$ cat src/hw/rtl/jetp_pkg.sv
// Shared types, constants and the colour table for the Julia escape-time block.
// No dependencies; imported by every module of the block.
`default_nettype none

package jetp_pkg;

  localparam int unsigned ITER_LIMIT = 300;
  localparam int unsigned COORD_BITS = 12;

  localparam int unsigned PIX_W      = 12;
  localparam int unsigned DIM_W      = 13;
  localparam int unsigned ITER_W     = $clog2(ITER_LIMIT + 1);
  localparam int unsigned ITER_OUT_W = 9;
  localparam int unsigned COLOR_W    = 8;
  localparam int unsigned ITER_OUT_MAX = (ITER_LIMIT > 511) ? 511 : ITER_LIMIT;

  localparam int unsigned S_TDATA_W = 24;
  localparam int unsigned M_TDATA_W = 40;
  localparam int unsigned ITER_LSB  = 3 * COLOR_W;

  localparam logic [PIX_W-1:0] COORD_MASK = PIX_W'((64'd1 << COORD_BITS) - 64'd1);

  localparam logic [DIM_W-1:0] WIDTH_RESET  = 13'd1024;
  localparam logic [DIM_W-1:0] HEIGHT_RESET = 13'd512;

  // Q4.28 fixed point
  localparam int unsigned FX_W   = 32;
  localparam int unsigned FRAC   = 28;
  localparam int unsigned PROD_W = 2 * FX_W;
  localparam int unsigned SQ_W   = PROD_W - FRAC;
  localparam int unsigned SUM_W  = SQ_W + 1;
  localparam logic [SUM_W-1:0] FOUR = SUM_W'(64'd1 << (FRAC + 2));

  localparam int unsigned SPAN_W = 30;
  localparam logic [SPAN_W-1:0] SPAN_Y = 30'd483183821;
  localparam logic [SPAN_W-1:0] SPAN_X = 30'd858993459;
  localparam logic signed [FX_W-1:0] OFF_Y = 32'sd241591910;
  localparam logic signed [FX_W-1:0] OFF_X = 32'sd429496730;
  localparam logic signed [FX_W-1:0] C_RE  = -32'sd212064010;
  localparam logic signed [FX_W-1:0] C_IM  = 32'sd40265318;

  // restoring divider: one quotient bit per cycle over the whole dividend
  localparam int unsigned DVD_W     = SPAN_W + PIX_W;
  localparam int unsigned DIV_CNT_W = $clog2(DVD_W);

  localparam int unsigned QUEUE_DEPTH = 2;
  localparam int unsigned QPTR_W = (QUEUE_DEPTH > 1) ? $clog2(QUEUE_DEPTH) : 1;
  localparam int unsigned QCNT_W = $clog2(QUEUE_DEPTH + 1);

  typedef enum logic [0:0] {
    REG_IMAGE_WIDTH  = 1'b0,
    REG_IMAGE_HEIGHT = 1'b1
  } cfg_reg_t;

  typedef struct packed {
    logic [DIM_W-1:0] width;
    logic [DIM_W-1:0] height;
  } cfg_t;

  typedef struct packed {
    logic                   err;
    logic signed [FX_W-1:0] re;
    logic signed [FX_W-1:0] im;
  } seed_t;

  typedef struct packed {
    logic [COLOR_W-1:0] blue;
    logic [COLOR_W-1:0] green;
    logic [COLOR_W-1:0] red;
  } color_t;

  // ---- colour table, evaluated at elaboration only ----
  localparam int unsigned BIG_W = 256;
  typedef logic [BIG_W-1:0] big_t;

  localparam int unsigned RED_SCALE   = 500;
  localparam int unsigned GREEN_SCALE = 255;
  localparam logic [63:0] ROM_DEN = 64'(ITER_LIMIT) * 64'(ITER_LIMIT) * 64'(ITER_LIMIT);

  function automatic big_t big_pow(input big_t base, input int unsigned e);
    big_t acc;
    int unsigned i;
    acc = big_t'(1);
    for (i = 0; i < e; i++) acc = acc * base;
    return acc;
  endfunction

  // largest k in [0,kmax] with k^ek * ITER_LIMIT^em <= kmax^ek * n^em
  function automatic int unsigned root_floor(input int unsigned n, input int unsigned kmax,
                                             input int unsigned ek, input int unsigned em);
    big_t rhs;
    big_t lhs;
    int unsigned lo;
    int unsigned hi;
    int unsigned mid;
    rhs = big_pow(big_t'(kmax), ek) * big_pow(big_t'(n), em);
    lo = 0;
    hi = kmax;
    while (lo < hi) begin
      mid = (lo + hi + 1) >> 1;
      lhs = big_pow(big_t'(mid), ek) * big_pow(big_t'(ITER_LIMIT), em);
      if (lhs <= rhs) lo = mid;
      else hi = mid - 1;
    end
    return lo;
  endfunction

  function automatic color_t color_entry(input int unsigned n);
    color_t      c;
    int unsigned kr;
    int unsigned kg;
    logic [63:0] num;
    logic [63:0] cb;
    if (n == 0) begin
      c.red   = 8'd200;
      c.green = 8'd100;
      c.blue  = 8'd100;
    end else begin
      kr  = root_floor(n, RED_SCALE, 5, 8);     // 500 * b^1.6
      kg  = root_floor(n, GREEN_SCALE, 10, 3);  // 255 * b^0.3
      num = 64'd255 * 64'(n) * 64'(n) * 64'(n);
      cb  = (num + ROM_DEN - 64'd1) / ROM_DEN;  // ceil(255 * b^3)
      c.red   = COLOR_W'(32'd0 - kr);
      c.green = COLOR_W'(32'd0 - kg);
      c.blue  = COLOR_W'(64'd255 - cb);
    end
    return c;
  endfunction

endpackage

`default_nettype wire

$ cat src/hw/rtl/jetp_front.sv
// Front end: accepts pixel requests, checks them against the image size and
// maps them to a complex start point with a shared bit-serial divider. Uses jetp_pkg.
`default_nettype none

module jetp_front (
  input  logic                             clk,
  input  logic                             rst,
  input  jetp_pkg::cfg_t                   cfg,
  input  logic                             s_tvalid,
  output logic                             s_tready,
  input  logic [jetp_pkg::S_TDATA_W-1:0]   s_tdata,   // pixel_x, pixel_y
  output logic                             push_valid,
  input  logic                             push_ready,
  output jetp_pkg::seed_t                  push_data
);
  import jetp_pkg::*;

  typedef enum logic [1:0] {
    F_IDLE,
    F_DIV_RE,
    F_DIV_IM,
    F_PUSH
  } front_state_t;

  front_state_t           state;
  logic [PIX_W-1:0]       pix_x;
  logic                   err;
  logic [DIM_W-1:0]       divisor;
  logic [DIM_W-1:0]       rem;
  logic [DVD_W-1:0]       dvd;
  logic [DIV_CNT_W-1:0]   cnt;
  logic signed [FX_W-1:0] re0;
  logic signed [FX_W-1:0] im0;

  logic [PIX_W-1:0] in_x;
  logic [PIX_W-1:0] in_y;
  logic             in_bad;
  logic [DIM_W:0]   trial;
  logic             fits;
  logic [DIM_W-1:0] rem_step;
  logic [DVD_W-1:0] dvd_step;
  logic [SPAN_W-1:0] quot;
  logic             last;

  assign in_x   = s_tdata[PIX_W-1:0] & COORD_MASK;
  assign in_y   = s_tdata[2*PIX_W-1:PIX_W] & COORD_MASK;
  assign in_bad = ({1'b0, in_x} >= cfg.width) || ({1'b0, in_y} >= cfg.height);

  assign trial    = {rem, dvd[DVD_W-1]};
  assign fits     = trial >= {1'b0, divisor};
  assign rem_step = fits ? DIM_W'(trial - {1'b0, divisor}) : DIM_W'(trial);
  assign dvd_step = {dvd[DVD_W-2:0], fits};
  assign quot     = dvd_step[SPAN_W-1:0];
  assign last     = cnt == DIV_CNT_W'(DVD_W - 1);

  assign s_tready   = state == F_IDLE;
  assign push_valid = state == F_PUSH;
  assign push_data  = '{err: err, re: re0, im: im0};

  always_ff @(posedge clk) begin
    if (rst) begin
      state <= F_IDLE;
    end else begin
      unique case (state)
        F_IDLE: begin
          if (s_tvalid) begin
            pix_x   <= in_x;
            err     <= in_bad;
            re0     <= '0;
            im0     <= '0;
            rem     <= '0;
            cnt     <= '0;
            divisor <= cfg.height;
            dvd     <= DVD_W'(SPAN_Y) * DVD_W'(in_y);
            state   <= in_bad ? F_PUSH : F_DIV_RE;
          end
        end
        F_DIV_RE: begin
          rem <= rem_step;
          dvd <= dvd_step;
          cnt <= cnt + DIV_CNT_W'(1);
          if (last) begin
            // real part done, start the column division
            re0     <= $signed(FX_W'(quot)) - OFF_Y;
            rem     <= '0;
            cnt     <= '0;
            divisor <= cfg.width;
            dvd     <= DVD_W'(SPAN_X) * DVD_W'(pix_x);
            state   <= F_DIV_IM;
          end
        end
        F_DIV_IM: begin
          rem <= rem_step;
          dvd <= dvd_step;
          cnt <= cnt + DIV_CNT_W'(1);
          if (last) begin
            im0   <= $signed(FX_W'(quot)) - OFF_X;
            state <= F_PUSH;
          end
        end
        F_PUSH: begin
          if (push_ready) state <= F_IDLE;
        end
        default: state <= F_IDLE;
      endcase
    end
  end

endmodule

`default_nettype wire

$ cat config.mk
export PLATFORM = sky130hd
export DESIGN_NAME = jetp_front
export DESIGN_NICKNAME = d
export VERILOG_FILES = /design/src/hw/rtl/jetp_pkg.sv /design/src/hw/rtl/jetp_front.sv
export SDC_FILE = /design/constraint.sdc
export NUM_CORES = 1
export LEC_CHECK = 0
export BUFFER_PORTS_ARGS = -buffer_cell sky130_fd_sc_hd__buf_4
export CAP_MARGIN = 20
export CORE_MARGIN = 2
export CORE_UTILIZATION = 45
export CTS_CLUSTER_SIZE = 16
export DETAILED_ROUTE_END_ITERATION = 10
export PLACE_DENSITY_LB_ADDON = 0.05
export SLEW_MARGIN = 20
export SYNTH_ARGS = -nofsm -noshare
export SYNTH_HDL_FRONTEND = slang
export SYNTH_SLANG_ARGS = --single-unit
export TNS_END_PERCENT = 5
$ cat constraint.sdc
create_clock -name clk -period 11.35 [get_ports clk]
set_input_delay 1.7025 -clock clk [delete_from_list [all_inputs] [get_ports clk]]
set_output_delay 1.7025 -clock clk [all_outputs]
set_load 0.02 [all_outputs]
==> flow_metrics.py <==
metrics = {
    "global_routing": {
        "grt_pass1_vias": 11300,
        "globalRouteOverflowTotal": 0,
        "antenna_found_initial": 0,
        "grt_first_pass_wirelength_mm": 64.0,
        "grt_max_degree": 67,
        "track_usage_pct": 23.4,
    },
    "synth": {
        "postSynthAreaPerCell_um2": 9.70,
        "syn_inst": 1582,
        "ys_seq_area_share_pct": 29.4,
        "ys_types": 81,
        "synth_edf_count": 149,
        "netlist_area_um2": 15300,
        "synth_flop_cell": "edfxtp_1",
        "ys_warn_count": 0,
        "syn_nets": 1941,
        "postSynthRegisterBits": 151,
        "ys_async_sr_fraction_pct": 0,
    },
    "die": {
        "start_util_pct": 45.7,
        "num_rows": 67,
        "dieArea_um2": 35600,
        "ioPinCount": 121,
        "die_w_um": 189,
        "core_um2": 33500,
        "die_h_um": 189,
    },
    "cts": {
        "post_cts_resized": 0,
        "cts-buffers-inserted": 17,
        "htreeDepth": 4,
        "cts.sinks": 151,
        "cts_tree": "yes",
        "cts_setup_buffers": 0,
        "clk_pin_slew_ns": 0.07,
        "clockRootBuffer": "clkbuf_16",
        "clkLatencyLatePin_ns": 0.43,
        "clock_path_buffers": 2,
        "holdBufCountCts": 0,
    },
    "timing": {
        "finalHoldViolCount": 0,
        "fin_skew_ns": 0.0156,
        "rsz0062_at_grt": "false",
        "relSlewSlack_pct": 31.0,
        "fin_crit_ns": 6.69,
        "fmax_mhz": 149,
        "maxSlewViolCount": 0,
        "period_share_pct": 59.0,
        "setup_violations": 0,
        "tns_ns": 0,
        "worstMarginPinSlew_ns": 1.03,
    },
    "critical_path": {
        "worst_setup_path_end_kind": "flop",
        "critPathMaxFanout": 11,
        "r2r-start": "pix_x[10]",
        "ff2ff_setup_slack_ns": 5.49,
        "cp-start-kind": "input port",
        "critPathArrivalTime_ns": 6.86,
        "crit_type": "input port to flop",
        "worstPathRequired_ns": 11.52,
        "crit_path_start": "s_tdata[22]",
    },
    "place": {
        "io_buffers": 120,
        "dp_hpwl_mm": 33.2,
        "gp_congestion": 0.924,
    },
    "cells_and_area": {
        "syn2layout_area_growth_pct": 12.7,
        "final_common_cell": "inv_1",
        "layout_common_cells": "inv_1, ha_1, edfxtp_1",
        "fin_nets": 2025,
        "drive_gt1_share_pct": 11.2,
        "n_antenna_cell": 0,
    },
    "routing": {
        "drt_wl_total_mm": 40.7,
        "initialDrtViolationCount": 693,
        "drt_drc_violations_left": 0,
        "drtAntennaViolNets": 0,
        "avgRoutedWirePerCell_um": 19.1,
        "vias": 11600,
        "first_pass_iters": 5,
        "avgViaCountPerCell": 5.44,
    },
    "run_status": {
        "outcome": "finished clean",
    },
    "min_path": {
        "min_path_type": "flop to flop",
        "holdCritStartpoint": "state[0]",
    },
    "run": {
        "drv_cap": 0,
    },
}
==> cells in the mapped netlist, drive strengths merged (5+ instances only) <==
| cell type | count | area (µm²) |
|---|---|---|
| o21bai | 11 | 82.6 |
| nor3 | 25 | 125 |
| o21ai | 95 | 475 |
| ha | 206 | 2580 |
| a21boi | 9 | 67.6 |
| nor2 | 107 | 409 |
| inv | 220 | 826 |
| o221ai | 7 | 61.3 |
| xor2 | 34 | 298 |
| a22oi | 12 | 90.1 |
| a21oi | 82 | 414 |
| a31oi | 17 | 106 |
| a21o | 23 | 173 |
| o311ai | 7 | 76.3 |
| o21a | 24 | 180 |
| clkbuf | 53 | 199 |
| nor2b | 12 | 75.1 |
| a211oi | 13 | 103 |
| a221o | 8 | 80.1 |
| mux2i | 15 | 150 |
| or2 | 7 | 43.8 |
| edfxtp | 149 | 4470 |
| o211ai | 11 | 87.6 |
| nand4 | 10 | 62.6 |
| nand3 | 19 | 95.1 |
| or3 | 8 | 55.1 |
| nand2 | 97 | 364 |
| o31ai | 5 | 37.5 |
| and2 | 26 | 163 |
| xnor2 | 57 | 499 |
| and3 | 11 | 70.1 |
| nand2b | 22 | 138 |
| fa | 99 | 1980 |
| buf | 13 | 66.3 |
==> cells by family after synthesis <==
kind of cell | synth area share (%)
xor+xnor | 5.20
fa+ha+maj | 29.7
buf+inv | 7.14
mux | 1.20
flops | 29.4
compound gates | 15.8
simple gates | 11.5
==> critical path, cell delays in order <==
cell	delay [ns]
buf_4	0.14
inv_1	0.05
ha_1	0.26
inv_1	0.06
fa_1	0.53
inv_1	0.10
fa_1	0.53
fa_1	0.55
inv_1	0.05
fa_1	0.48
ha_1	0.52
nand2_1	0.15
nor2_1	0.31
nand2_1	0.09
a21oi_1	0.31
nor2_1	0.14
o41ai_1	0.61
xnor2_1	0.19
o21ai_1	0.07
==> routing by layer <==
metal  GRT usage [%]  vias up  routed length (µm)
met4            7.12        0                1010
li1                -     5696                   -
met1            33.9     5536               19400
met3            2.74       43                1740
met5               0        -                   0
met2            36.9      286               18600
==> per-stage QoR <==
| stage | instances | util [%] | hold WS [ns] | cell area [µm²] | worst slack, ns |
|---|---|---|---|---|---|
| 3_3_place_gp | 2095 | 49.6 | 0.530 | 16600 | 4.36 |
| 2_1_floorplan | 1582 | - | 0.499 | 15300 | 4.92 |
| 3_5_place_dp | 2095 | 49.6 | 0.538 | 16600 | 4.27 |
| 6_report | 2127 | 51.5 | 0.555 | 17300 | 4.66 |
| 5_1_grt | 2127 | 51.5 | 0.603 | 17300 | 4.32 |
| 4_1_cts | 2127 | 51.5 | 0.550 | 17300 | 4.73 |
==> final cells by class <==
| type | instances | area [µm²] |
|---|---|---|
| clock inverters | 15 | 206 |
| repair buffers | 131 | 983 |
| fillers | 3140 | 16300 |
| flip-flops and latches | 151 | 4510 |
| well taps | 448 | 561 |
| inverters | 221 | 830 |
| clock buffers | 17 | 425 |
| multi-input cells | 1144 | 9760 |
==> path summary, 6_finish.rpt <==
check	depth (start not counted)	to
setup reg to reg	15	dvd[41]
hold / removal	2	state[0]
setup / recovery	19	dvd[30]
hold reg to reg	2	state[0]
==> state kept, by name (all words and copies together) (netlist names), 2 cells and up <==
name / cells
dvd: 42
im0: 31
re0: 31
divisor: 13
rem: 13
pix_x: 12
cnt: 6
state: 2
Power is not shown: default switching activity piles up to over one toggle a cycle in this logic, so the estimate is an artifact.
