===== src/hw/rtl/jetp_pkg.sv =====
// Shared types, constants and the colour table for the Julia escape-time block.
// No dependencies; imported by every module of the block.
`default_nettype none

package jetp_pkg;

  localparam int unsigned ITER_LIMIT = 300;
  localparam int unsigned COORD_BITS = 12;

  localparam int unsigned PIX_W      = 12;
  localparam int unsigned DIM_W      = 13;
  localparam int unsigned ITER_W     = $clog2(ITER_LIMIT + 1);
  localparam int unsigned ITER_OUT_W = 9;
  localparam int unsigned COLOR_W    = 8;
  localparam int unsigned ITER_OUT_MAX = (ITER_LIMIT > 511) ? 511 : ITER_LIMIT;

  localparam int unsigned S_TDATA_W = 24;
  localparam int unsigned M_TDATA_W = 40;
  localparam int unsigned ITER_LSB  = 3 * COLOR_W;

  localparam logic [PIX_W-1:0] COORD_MASK = PIX_W'((64'd1 << COORD_BITS) - 64'd1);

  localparam logic [DIM_W-1:0] WIDTH_RESET  = 13'd1024;
  localparam logic [DIM_W-1:0] HEIGHT_RESET = 13'd512;

  // Q4.28 fixed point
  localparam int unsigned FX_W   = 32;
  localparam int unsigned FRAC   = 28;
  localparam int unsigned PROD_W = 2 * FX_W;
  localparam int unsigned SQ_W   = PROD_W - FRAC;
  localparam int unsigned SUM_W  = SQ_W + 1;
  localparam logic [SUM_W-1:0] FOUR = SUM_W'(64'd1 << (FRAC + 2));

  localparam int unsigned SPAN_W = 30;
  localparam logic [SPAN_W-1:0] SPAN_Y = 30'd483183821;
  localparam logic [SPAN_W-1:0] SPAN_X = 30'd858993459;
  localparam logic signed [FX_W-1:0] OFF_Y = 32'sd241591910;
  localparam logic signed [FX_W-1:0] OFF_X = 32'sd429496730;
  localparam logic signed [FX_W-1:0] C_RE  = -32'sd212064010;
  localparam logic signed [FX_W-1:0] C_IM  = 32'sd40265318;

  // restoring divider: one quotient bit per cycle over the whole dividend
  localparam int unsigned DVD_W     = SPAN_W + PIX_W;
  localparam int unsigned DIV_CNT_W = $clog2(DVD_W);

  localparam int unsigned QUEUE_DEPTH = 2;
  localparam int unsigned QPTR_W = (QUEUE_DEPTH > 1) ? $clog2(QUEUE_DEPTH) : 1;
  localparam int unsigned QCNT_W = $clog2(QUEUE_DEPTH + 1);

  typedef enum logic [0:0] {
    REG_IMAGE_WIDTH  = 1'b0,
    REG_IMAGE_HEIGHT = 1'b1
  } cfg_reg_t;

  typedef struct packed {
    logic [DIM_W-1:0] width;
    logic [DIM_W-1:0] height;
  } cfg_t;

  typedef struct packed {
    logic                   err;
    logic signed [FX_W-1:0] re;
    logic signed [FX_W-1:0] im;
  } seed_t;

  typedef struct packed {
    logic [COLOR_W-1:0] blue;
    logic [COLOR_W-1:0] green;
    logic [COLOR_W-1:0] red;
  } color_t;

  // ---- colour table, evaluated at elaboration only ----
  localparam int unsigned BIG_W = 256;
  typedef logic [BIG_W-1:0] big_t;

  localparam int unsigned RED_SCALE   = 500;
  localparam int unsigned GREEN_SCALE = 255;
  localparam logic [63:0] ROM_DEN = 64'(ITER_LIMIT) * 64'(ITER_LIMIT) * 64'(ITER_LIMIT);

  function automatic big_t big_pow(input big_t base, input int unsigned e);
    big_t acc;
    int unsigned i;
    acc = big_t'(1);
    for (i = 0; i < e; i++) acc = acc * base;
    return acc;
  endfunction

  // largest k in [0,kmax] with k^ek * ITER_LIMIT^em <= kmax^ek * n^em
  function automatic int unsigned root_floor(input int unsigned n, input int unsigned kmax,
                                             input int unsigned ek, input int unsigned em);
    big_t rhs;
    big_t lhs;
    int unsigned lo;
    int unsigned hi;
    int unsigned mid;
    rhs = big_pow(big_t'(kmax), ek) * big_pow(big_t'(n), em);
    lo = 0;
    hi = kmax;
    while (lo < hi) begin
      mid = (lo + hi + 1) >> 1;
      lhs = big_pow(big_t'(mid), ek) * big_pow(big_t'(ITER_LIMIT), em);
      if (lhs <= rhs) lo = mid;
      else hi = mid - 1;
    end
    return lo;
  endfunction

  function automatic color_t color_entry(input int unsigned n);
    color_t      c;
    int unsigned kr;
    int unsigned kg;
    logic [63:0] num;
    logic [63:0] cb;
    if (n == 0) begin
      c.red   = 8'd200;
      c.green = 8'd100;
      c.blue  = 8'd100;
    end else begin
      kr  = root_floor(n, RED_SCALE, 5, 8);     // 500 * b^1.6
      kg  = root_floor(n, GREEN_SCALE, 10, 3);  // 255 * b^0.3
      num = 64'd255 * 64'(n) * 64'(n) * 64'(n);
      cb  = (num + ROM_DEN - 64'd1) / ROM_DEN;  // ceil(255 * b^3)
      c.red   = COLOR_W'(32'd0 - kr);
      c.green = COLOR_W'(32'd0 - kg);
      c.blue  = COLOR_W'(64'd255 - cb);
    end
    return c;
  endfunction

endpackage

`default_nettype wire


===== src/hw/rtl/jetp_queue.sv =====
// Short queue of start points between the front end and the iteration unit.
// Uses jetp_pkg for the entry type and depth.
`default_nettype none

module jetp_queue (
  input  logic            clk,
  input  logic            rst,
  input  logic            push_valid,
  output logic            push_ready,
  input  jetp_pkg::seed_t push_data,
  output logic            pop_valid,
  input  logic            pop_ready,
  output jetp_pkg::seed_t pop_data
);
  import jetp_pkg::*;

  seed_t             slots [0:QUEUE_DEPTH-1];
  logic [QPTR_W-1:0] wr_ptr;
  logic [QPTR_W-1:0] rd_ptr;
  logic [QCNT_W-1:0] count;

  logic do_push;
  logic do_pop;

  assign push_ready = count != QCNT_W'(QUEUE_DEPTH);
  assign pop_valid  = count != '0;
  assign pop_data   = slots[rd_ptr];
  assign do_push    = push_valid && push_ready;
  assign do_pop     = pop_valid && pop_ready;

  always_ff @(posedge clk) begin
    if (do_push) slots[wr_ptr] <= push_data;
  end

  always_ff @(posedge clk) begin
    if (rst) begin
      wr_ptr <= '0;
      rd_ptr <= '0;
      count  <= '0;
    end else begin
      if (do_push) begin
        wr_ptr <= (wr_ptr == QPTR_W'(QUEUE_DEPTH - 1)) ? '0 : wr_ptr + QPTR_W'(1);
      end
      if (do_pop) begin
        rd_ptr <= (rd_ptr == QPTR_W'(QUEUE_DEPTH - 1)) ? '0 : rd_ptr + QPTR_W'(1);
      end
      if (do_push && !do_pop) count <= count + QCNT_W'(1);
      else if (do_pop && !do_push) count <= count - QCNT_W'(1);
    end
  end

endmodule

`default_nettype wire


===== config.mk =====
export PLATFORM = sky130hd
export DESIGN_NAME = jetp_queue
export DESIGN_NICKNAME = d
export VERILOG_FILES = /design/src/hw/rtl/jetp_pkg.sv /design/src/hw/rtl/jetp_queue.sv
export SDC_FILE = /design/constraint.sdc
export NUM_CORES = 1
export LEC_CHECK = 0
export BUFFER_PORTS_ARGS = -buffer_cell sky130_fd_sc_hd__buf_2
export CORE_MARGIN = 8
export CORE_UTILIZATION = 52
export CTS_CLUSTER_SIZE = 30
export DETAILED_ROUTE_END_ITERATION = 6
export MAX_ROUTING_LAYER = met4
export PLACE_DENSITY_LB_ADDON = 0.25
export SLEW_MARGIN = 20
export SYNTH_ARGS = -nofsm -noshare
export SYNTH_HDL_FRONTEND = slang
export SYNTH_SLANG_ARGS = --single-unit

===== constraint.sdc =====
create_clock -name clk -period 2.9 [get_ports clk]
set_clock_uncertainty 0.05 [all_clocks]
set_input_delay 0.145 -clock clk [delete_from_list [all_inputs] [get_ports clk]]
set_output_delay 0.145 -clock clk [all_outputs]
set_load 0.02 [all_outputs]

==> flow_summary.toml, run 1 <==
[pwr]
internal_power_mw = 4.41
swShare_pct = 28.8
ir_drop_uv = 598
sequentialPowerShare_pct = 40.3
p_clk_share_pct = 33.9
p_total_mw = 6.20
p_leak_nw = 2.67
p_comb_share_pct = 25.8
pwr_density_cell_mw_per_mm2 = 884
switchingPower_mw = 1.79

[logic_synthesis]
synthCells = 226
synth_nets = 296
synth_seq_cells = 135
syn-cell-area_mm2 = 0.00493
synth_area_per_cell_um2 = 21.8
yosysSeqAreaShare_pct = 81.3
yosysUniqueCellTypes = 19
yosysWarnings = 0

[global_route]
track_usage_pct = 16.5
grt-ovfl-total = 0
grt_pass1_vias = 3131
grt_max_degree = 40
grt_pass1_wl_um = 15600
antenna_found_initial = 0

[final_layout]
final_cell_mix = "135 x buf_2, 130 x edfxtp_1, 67 x dlygate4sd3_1"
fillers = 534
layout.nets = 516
syn_to_final_growth_pct = 42.4
drive_above_1_share_pct = 52.5
mostFrequentLayoutCell = "buf_2"
utilization_pct = 76.0
n_antenna_cell = 0

[place]
hpwl_um = 6200
routabilityCongestion = 0.754
io_buffers = 135
pre_cts_slack_ps = 1080

[clocking]
cts_tree = "done"
h-tree-depth = 4
cts_root_buf = "clkbuf_8"
clock_latency_ps = 500
path_clk_slew_ps = 60
ctsLongestPathBuffers = 2
cts_sinks = 135
postCtsResizedCells = 0
cts_buffers = 17

[sta]
setup_slack_ps = 851
tightest_slew_ps = 526
fin_setup_tns_ps = 0
slew_violations = 0
final-hold-violation-count = 0
max_slew_margin_pct = 64.9
fmax_mhz = 488
finalSetupViolCount = 0
period_share_pct = 70.7
grt_setup_unrepaired = "false"
min_period_ps = 2050

[worst_hold_path]
hp-class = "input port to register"
hold_depth = 4

[detailed_routing]
vias = 2830
ant_nets = 0
wl_per_cell_um = 17.1
drc = 0
totalWireLength_um = 10100
drt-initial-drc-count = 137
dr.pass1.iters = 5
viasPerCell = 4.81

[worst_setup_path]
worstPathRequired_ps = 2710
path_class = "register to primary output"
path_max_fanout = 39
r2r_cells = 4
crit_path_end_kind = "primary output"
worst_setup_path_start_kind = "register"
cp.arrival_ps = 1850
cp_slowest_stage_delay_ps = 430
path_cells = "buf_4 > mux2_2 > buf_2"
cp_slowest_cell = "buf_4"

[die]
initial_utilization_pct = 53.3
fp.dieW_um = 113
core.rowCount = 35
die_h_um = 113
die_area_mm2 = 0.0128
ioPinCount = 136
core-area_mm2 = 0.00924

[job]
cap_violations = 0

[status]
status = "finished, final reports clean"
what timing repair did:
item	CTS	global route
hold buffers	67	0
buffers inserted	0	0
hold endpoints to repair	135	0
setup endpoints to repair	0	0
power groups by stage:
stage          sequential (mW)  combinational, mW  clock (mW)
2_1_floorplan             2.53               1.08           0
3_3_place_gp              2.53               1.53           0
3_5_place_dp              2.54               1.54           0
4_1_cts                   2.50               1.61        2.14
5_1_grt                   2.52               1.70        2.22
6_report                  2.50               1.60        2.10
cells in the mapped netlist:
cell        n  area (um^2)
nor2_1      3         11.3
buf_2       1         5.00
a21bo_2     1         10.0
and3_1      1         6.26
dfxtp_1     5          100
and2_1      1         6.26
ha_1        1         12.5
or2_2       1         6.26
o21ai_0     2         10.0
or3_1       1         6.26
edfxtp_1  130         3900
buf_6       5         56.3
nand3b_1    1         7.51
xor2_1      3         26.3
a21oi_1     2         10.0
mux2_2     65          732
nand2b_1    1         6.26
buf_4       1         7.51
inv_1       1         3.75
per-stage QoR:
step	area [um^2]	hold slack, ps	instances
after floorplan	4930	164	226
after global placement	5760	282	489
after detailed placement	5760	286	489
after CTS	7020	31.6	588
after global routing	7020	56.0	588
final	7020	56.1	588
routing by layer:
metal / vias up / wire (um) / GRT usage, % / share of wire [%]
met3: 9 / 587 / 5.75 / 5.8
li1: 1338 / - / - / -
met2: 103 / 5240 / 26.9 / 52
met5: - / 0 / - / 0
met4: 0 / 80 / 5.33 / 0.79
met1: 1380 / 4180 / 18.7 / 41
flip-flops by register name (all words and copies together) (netlist names), named ones only:
register  flops
slots       130
count         2
rd_ptr        1
wr_ptr        1
final timing paths:
kind                                start  slack, ps           end
worst min register to register     rd_ptr        470        rd_ptr
worst max-delay path             register        850  pop_data[35]
worst max register to register   count[0]       1090  slots[0][44]
worst min-delay path            pop_ready         60        rd_ptr
logic make-up after synthesis:
kind of cell | after synthesis | share of synthesized area (%)
xor gates and xnor gates | 3 | 0.533
muxes | 65 | 14.9
DFF | 135 | 81.3
adders and majority gates | 1 | 0.254
AOI/OAI and AO/OA | 5 | 0.609
buffers and inverters | 8 | 1.47
and+or+nand+nor | 9 | 1.02
area by class of cell:
class	count	area (um^2)	area share, %
Clock buffer	18	418	5.95
Sequential cell	135	4010	57.1
Tap cell	129	161	2.30
Multi-Input combinational cell	83	852	12.1
Timing Repair Buffer	208	1400	20.0
Inverter	1	3.75	0.0535
Clock inverter	14	174	2.48
worst max-delay path: cells and delay by family (launching register included):
kind,cells,cell delay [ps]
muxes,1,400
DFF,1,320
buffers and inverters,2,600
(Power assumes the default switching activity.)
==> run 2, diff against run 1 <==
--- a/config.mk
+++ b/config.mk
@@ -5,6 +5,7 @@
 export SDC_FILE = /design/constraint.sdc
 export NUM_CORES = 1
 export LEC_CHECK = 0
+export ABC_AREA = 1
 export BUFFER_PORTS_ARGS = -buffer_cell sky130_fd_sc_hd__buf_2
 export CORE_MARGIN = 8
 export CORE_UTILIZATION = 52
==> constraint.sdc (replaced) <==
create_clock -name clk -period 2.01 [get_ports clk]
set_clock_uncertainty 0.05 [all_clocks]
set_input_delay 0.1005 -clock clk [delete_from_list [all_inputs] [get_ports clk]]
set_output_delay 0.1005 -clock clk [all_outputs]
set_load 0.02 [all_outputs]
==> run 2 against run 1 <==
  * Sequential cell count did not move
  * Clock power is 28% higher
  * Synthesized cell count rose by 5.8%
  * Global-route usage fell by 0.18 points
  * Core utilization is 0.54 points lower
  * Combinational power is 57% higher
  * Via count up 3.2%
  * Sequential power increased by 48%
==> flow_summary.toml, run 2 <==
[status]
status = "finished, final reports clean"

[final_layout]
mostFrequentLayoutCell = "buf_2"
largest_register_ffs = 130
drive_above_1_share_pct = 51.2
layout.nets = 535
top_register = "slots"
n_antenna_cell = 0
reg_top3 = "slots x130, count x2"
utilization_pct = 75.4
final_cell_mix = "135 x buf_2, 130 x edfxtp_1, 69 x dlygate4sd3_1"
syn_to_final_growth_pct = 42.2
fillers = 563

[logic_synthesis]
syn-cell-area_mm2 = 0.00513
synthFlopType = "edfxtp_1"
synth_area_per_cell_um2 = 21.5
yosysUniqueCellTypes = 14
synth_seq_cells = 135
synth_edf_count = 130
yosysTopAreaCell = "edfxtp_1"
netlist_top_cells_count = "130 x edfxtp_1, 50 x mux2_4, 15 x mux2_2"
synth-async-reset-ratio_pct = 0
synth_area_leaders = "edfxtp_1 76%, mux2_4 15%, mux2_2 3.3%"
synthCells = 239
synth_nets = 309
yosysSeqAreaShare_pct = 78.0
yosysMostFrequentCell = "edfxtp_1"
yosysTopAreaCellShare_pct = 76.0
yosysWarnings = 0

[global_route]
grt_pass1_vias = 3143
grt_pass1_wl_um = 15600
busiest_layer = "met2"
grtUsageMet3_pct = 4.73
grt-ovfl-total = 0
grt_max_degree = 41
gr-usage-met1_pct = 17.1
antenna_found_initial = 0
use_met2_pct = 28.1
track_usage_pct = 16.3

[pwr]
p_comb_share_pct = 28.3
p_total_mw = 8.90
internal_power_mw = 6.33
swShare_pct = 28.9
p_leak_nw = 2.90
ir_drop_uv = 770
p_clk_share_pct = 30.3
pwr_density_cell_mw_per_mm2 = 1220
switchingPower_mw = 2.57
sequentialPowerShare_pct = 41.5

[worst_setup_path]
worstPathRequired_ps = 1860
crit_path_end_kind = "primary output"
r2r_cells = 6
cp.arrival_ps = 1700
path_class = "register to primary output"
worst_setup_path_start_kind = "register"
r2r_setup_slack_ps = 480
path_max_fanout = 35
timing.rr.start = "count[1]"

[die]
die_h_um = 115
core-area_mm2 = 0.00968
initial_utilization_pct = 53.0
core.rowCount = 36
ioPinCount = 136
fp.dieW_um = 115
die_area_mm2 = 0.0133

[worst_hold_path]
hp-class = "input port to register"
hold_start = "push_data[32]"
hold_depth = 2
whs_endpoint = "slots[0][32]"

[detailed_routing]
drc = 0
dr.pass1.iters = 4
ant_nets = 0
drt-initial-drc-count = 141
wl_per_cell_um = 16.9
totalWireLength_um = 10300
viasPerCell = 4.79
vias = 2920

[place]
hpwl_um = 6370
routabilityCongestion = 0.694
io_buffers = 135

[clocking]
path_clk_slew_ps = 60
cts_tree = "done"
cts_buffers = 17
cts_root_buf = "clkbuf_8"
ctsLongestPathBuffers = 2
cts_sinks = 135
clock_latency_ps = 500
h-tree-depth = 4

[sta]
period_share_pct = 92.3
max_slew_margin_pct = 76.5
min_period_ps = 1850
finalSetupViolCount = 0
slew_violations = 0
fin_setup_tns_ps = 0
final-hold-violation-count = 0
hold_ws_ps = 264
grt_setup_unrepaired = "false"
tightest_slew_ps = 353
fmax_mhz = 539

[job]
cap_violations = 0
## run 2: changes by cell type after synthesis, sizes merged, moves of 2 or more
cell / delta
xor2: -3
nand3: +2
inv: +7
nor2: +4
nand2: +9
## run 2: how the worst max path moves through the flow
stage               cells past startpoint  slack, ps            to
global placement                        3        510  pop_data[54]
CTS                                     3        130  pop_data[55]
global route                            3         90  pop_data[62]
finish                                  3        160  pop_data[55]
floorplan                               4         10   slots[0][0]
detailed placement                      3        480  pop_data[62]
## run 2: per-layer routing
layer | vias to the layer above | share of wire, %
li1 | 1382 | -
met1 | 1430 | 40
met2 | 94 | 52
met3 | 14 | 6.0
met4 | 0 | 1.3
met5 | - | 0
## run 2: timing repair
item,CTS,global route
gates resized for setup,1,0
hold buffers,69,0
endpoints found under the hold margin,135,0
setup endpoints to repair,35,0
buffers inserted,4,0
## run 2: layout make-up
class | instances | area [um^2] | share of cell area, %
sequential | 135 | 4010 | 54.9
timing repair buffer | 214 | 1510 | 20.7
multi-input combinational | 89 | 1060 | 14.5
clock buffer | 19 | 422 | 5.77
tap | 133 | 166 | 2.28
clock inverter | 12 | 106 | 1.46
inverter | 8 | 30.0 | 0.411
## run 2: critical path: stages (launching register included)
cell and delay [ps]:
dfxtp_4 380, buf_16 250, mux2_2 380, buf_2 170
## run 2: cells by family (layout without fill, tap and decap cells)
| logic type | count (synthesis) | after routing | synth area share, % |
|---|---|---|---|
| fa+ha+maj | 1 | 1 | 0.244 |
| simple gates | 19 | 19 | 1.49 |
| compound gates | 4 | 4 | 0.390 |
| buf+inv | 15 | 253 | 2.00 |
| flops | 135 | 135 | 78.0 |
| mux | 65 | 65 | 17.9 |
## run 2: metrics by stage
stage | std cells | cell area [um^2] | worst slack [ps]
2_1_floorplan | 239 | 5170 | 11.5
3_3_place_gp | 506 | 6030 | 507
3_5_place_dp | 506 | 6030 | 483
4_1_cts | 610 | 7300 | 126
5_1_grt | 610 | 7300 | 94.4
6_report | 610 | 7300 | 155
## run 2: power groups by stage
stage / registers (mW) / logic (mW) / clock network, mW
final: 3.69 / 2.51 / 2.69
after detailed placement: 3.77 / 2.32 / 0
after CTS: 3.69 / 2.54 / 2.76
after floorplan: 3.70 / 1.69 / 0
after global placement: 3.75 / 2.30 / 0
after global routing: 3.72 / 2.68 / 2.88
==> run 3, diff against run 2 <==
--- a/config.mk
+++ b/config.mk
@@ -5,7 +5,6 @@
 export SDC_FILE = /design/constraint.sdc
 export NUM_CORES = 1
 export LEC_CHECK = 0
-export ABC_AREA = 1
 export BUFFER_PORTS_ARGS = -buffer_cell sky130_fd_sc_hd__buf_2
 export CORE_MARGIN = 8
 export CORE_UTILIZATION = 52
==> run 3 against run 2 <==
  * Setup slack got worse by 49 ps
  * First-iteration DRC count shrank 18%
  * Clock power grew 15%
  * Sequential share of layout area grew 1.5 points
  * Cell area shrank 2.8%
  * Routed wire length up 0.93%
  * Sequential power down 2%
  * Final cell count is 3.4% lower
  * Power up 2.2%
  * Hold slack better by 8.2 ps
  * Largest power group unchanged
==> flow_summary.toml, run 3 (synthesis results as in run 1) <==
[worst_setup_path]
worst_setup_path_start_kind = "register"
path_class = "register to primary output"
worstPathRequired_ps = 1860
r2r_setup_slack_ps = 320
timing.rr.start = "count[1]"
r2r_cells = 4
path_max_fanout = 65
crit_path_end_kind = "primary output"
cp.arrival_ps = 1750

[clocking]
path_clk_slew_ps = 60
cts_tree = "done"
cts_sinks = 135
cts_buffers = 17
h-tree-depth = 4
clock_latency_ps = 490
ctsLongestPathBuffers = 2
cts_root_buf = "clkbuf_8"
post-cts-setup-buffers = 0

[worst_hold_path]
whs_endpoint = "slots[1][26]"
hold_start = "push_data[26]"
hp-class = "input port to register"
hold_depth = 2

[pwr]
p_leak_nw = 2.70
ir_drop_uv = 718
pwr_density_cell_mw_per_mm2 = 1280

[global_route]
grt_max_degree = 66
grt_pass1_wl_um = 16100
grt_pass1_vias = 3228
grt-ovfl-total = 0
antenna_found_initial = 0
track_usage_pct = 16.7

[final_layout]
final_cell_mix = "135 x buf_2, 130 x edfxtp_1, 69 x dlygate4sd3_1"
drive_above_1_share_pct = 52.2
layout.nets = 517
syn_to_final_growth_pct = 44.1
mostFrequentLayoutCell = "buf_2"
n_antenna_cell = 0
layoutNonFillerInstCount = 589
top_register = "slots"
reg_top3 = "slots x130, count x2"
largest_register_ffs = 130

[die]
die_h_um = 113
core-area_mm2 = 0.00924
ioPinCount = 136
core.rowCount = 35
initial_utilization_pct = 53.3
fp.dieW_um = 113
die_area_mm2 = 0.0128

[sta]
grt_setup_unrepaired = "false"
period_share_pct = 94.7
slew_violations = 0
tightest_slew_ps = 359
max_slew_margin_pct = 75.8
fmax_mhz = 525
min_period_ps = 1900
final-hold-violation-count = 0
finalSetupViolCount = 0
fin_setup_tns_ps = 0
hold_ws_ps = 272

[detailed_routing]
drc = 0
dr.pass1.iters = 4
vias = 2851
wl_per_cell_um = 17.6
viasPerCell = 4.84
drt-initial-drc-count = 116
totalWireLength_um = 10400
ant_nets = 0

[place]
dpl.cell_count = 488
routabilityCongestion = 0.672
hpwl_um = 6170
io_buffers = 135

[job]
cap_violations = 0

[status]
status = "finished, final reports clean"
-- run 3: changes by cell type in the layout (fill, tap and decap cells not counted), moves of 5 or more --
cell	change
buf_4	-5
inv_1	-7
mux2_2	+50
mux2_4	-50
nand2_1	-7
-- run 3: how the worst max path moves through the flow --
stage | start | to | slack [ps] | depth (start not counted)
3_5_place_dp | count[1] | count[1] | 380 | 4
2_1_floorplan | count[0] | slots[0][0] | -40 | 3
4_1_cts | register | pop_data[59] | 80 | 3
3_3_place_gp | count[0] | count[1] | 470 | 5
5_1_grt | register | pop_data[59] | 50 | 3
6_report | register | pop_data[51] | 110 | 3
-- run 3: metrics by stage --
step | setup WS [ps] | instance area, um^2 | power (mW) | util [%]
after detailed placement | 382 | 5810 | 5.96 | 62.9
after floorplan | -39.1 | 4940 | 5.23 | -
after global routing | 47.9 | 7100 | 9.46 | 76.9
after CTS | 77.8 | 7100 | 9.19 | 76.9
final | 106 | 7100 | 9.09 | 76.9
after global placement | 474 | 5810 | 5.90 | 62.9
-- run 3: repair_timing --
item | CTS | global route
setup endpoints to repair | 0 | 0
endpoints found under the hold margin | 135 | 0
resized for setup | 0 | 0
hold buffers | 69 | 0
-- run 3: critical path, stage by stage (launching register included) --
cell and delay, ps:
dfxtp_2 340, buf_12 310, mux2_2 400, buf_2 160
-- run 3: report_power, final --
part           total [mW]  switching, mW  leakage (nW)  internal [mW]
clock                3.09           1.09         0.287           2.01
combinational        2.37           1.36          1.16           1.01
sequential           3.62          0.104          1.26           3.52
total                9.09           2.55          2.70           6.54
-- run 3: final cells by class --
class / instances / area [um^2]
well taps: 129 / 161
clock inverters: 13 / 179
flip-flops and latches: 135 / 4010
multi-input cells: 83 / 860
clock buffers: 19 / 422
inverters: 1 / 7.51
fillers: 555 / 2140
repair buffers: 209 / 1470
-- run 3: metal layers --
layer	global-route usage [%]	share of wire, %
met5	-	0
met4	6.66	1.7
met3	5.54	5.4
met2	28.5	53
met1	17.7	40
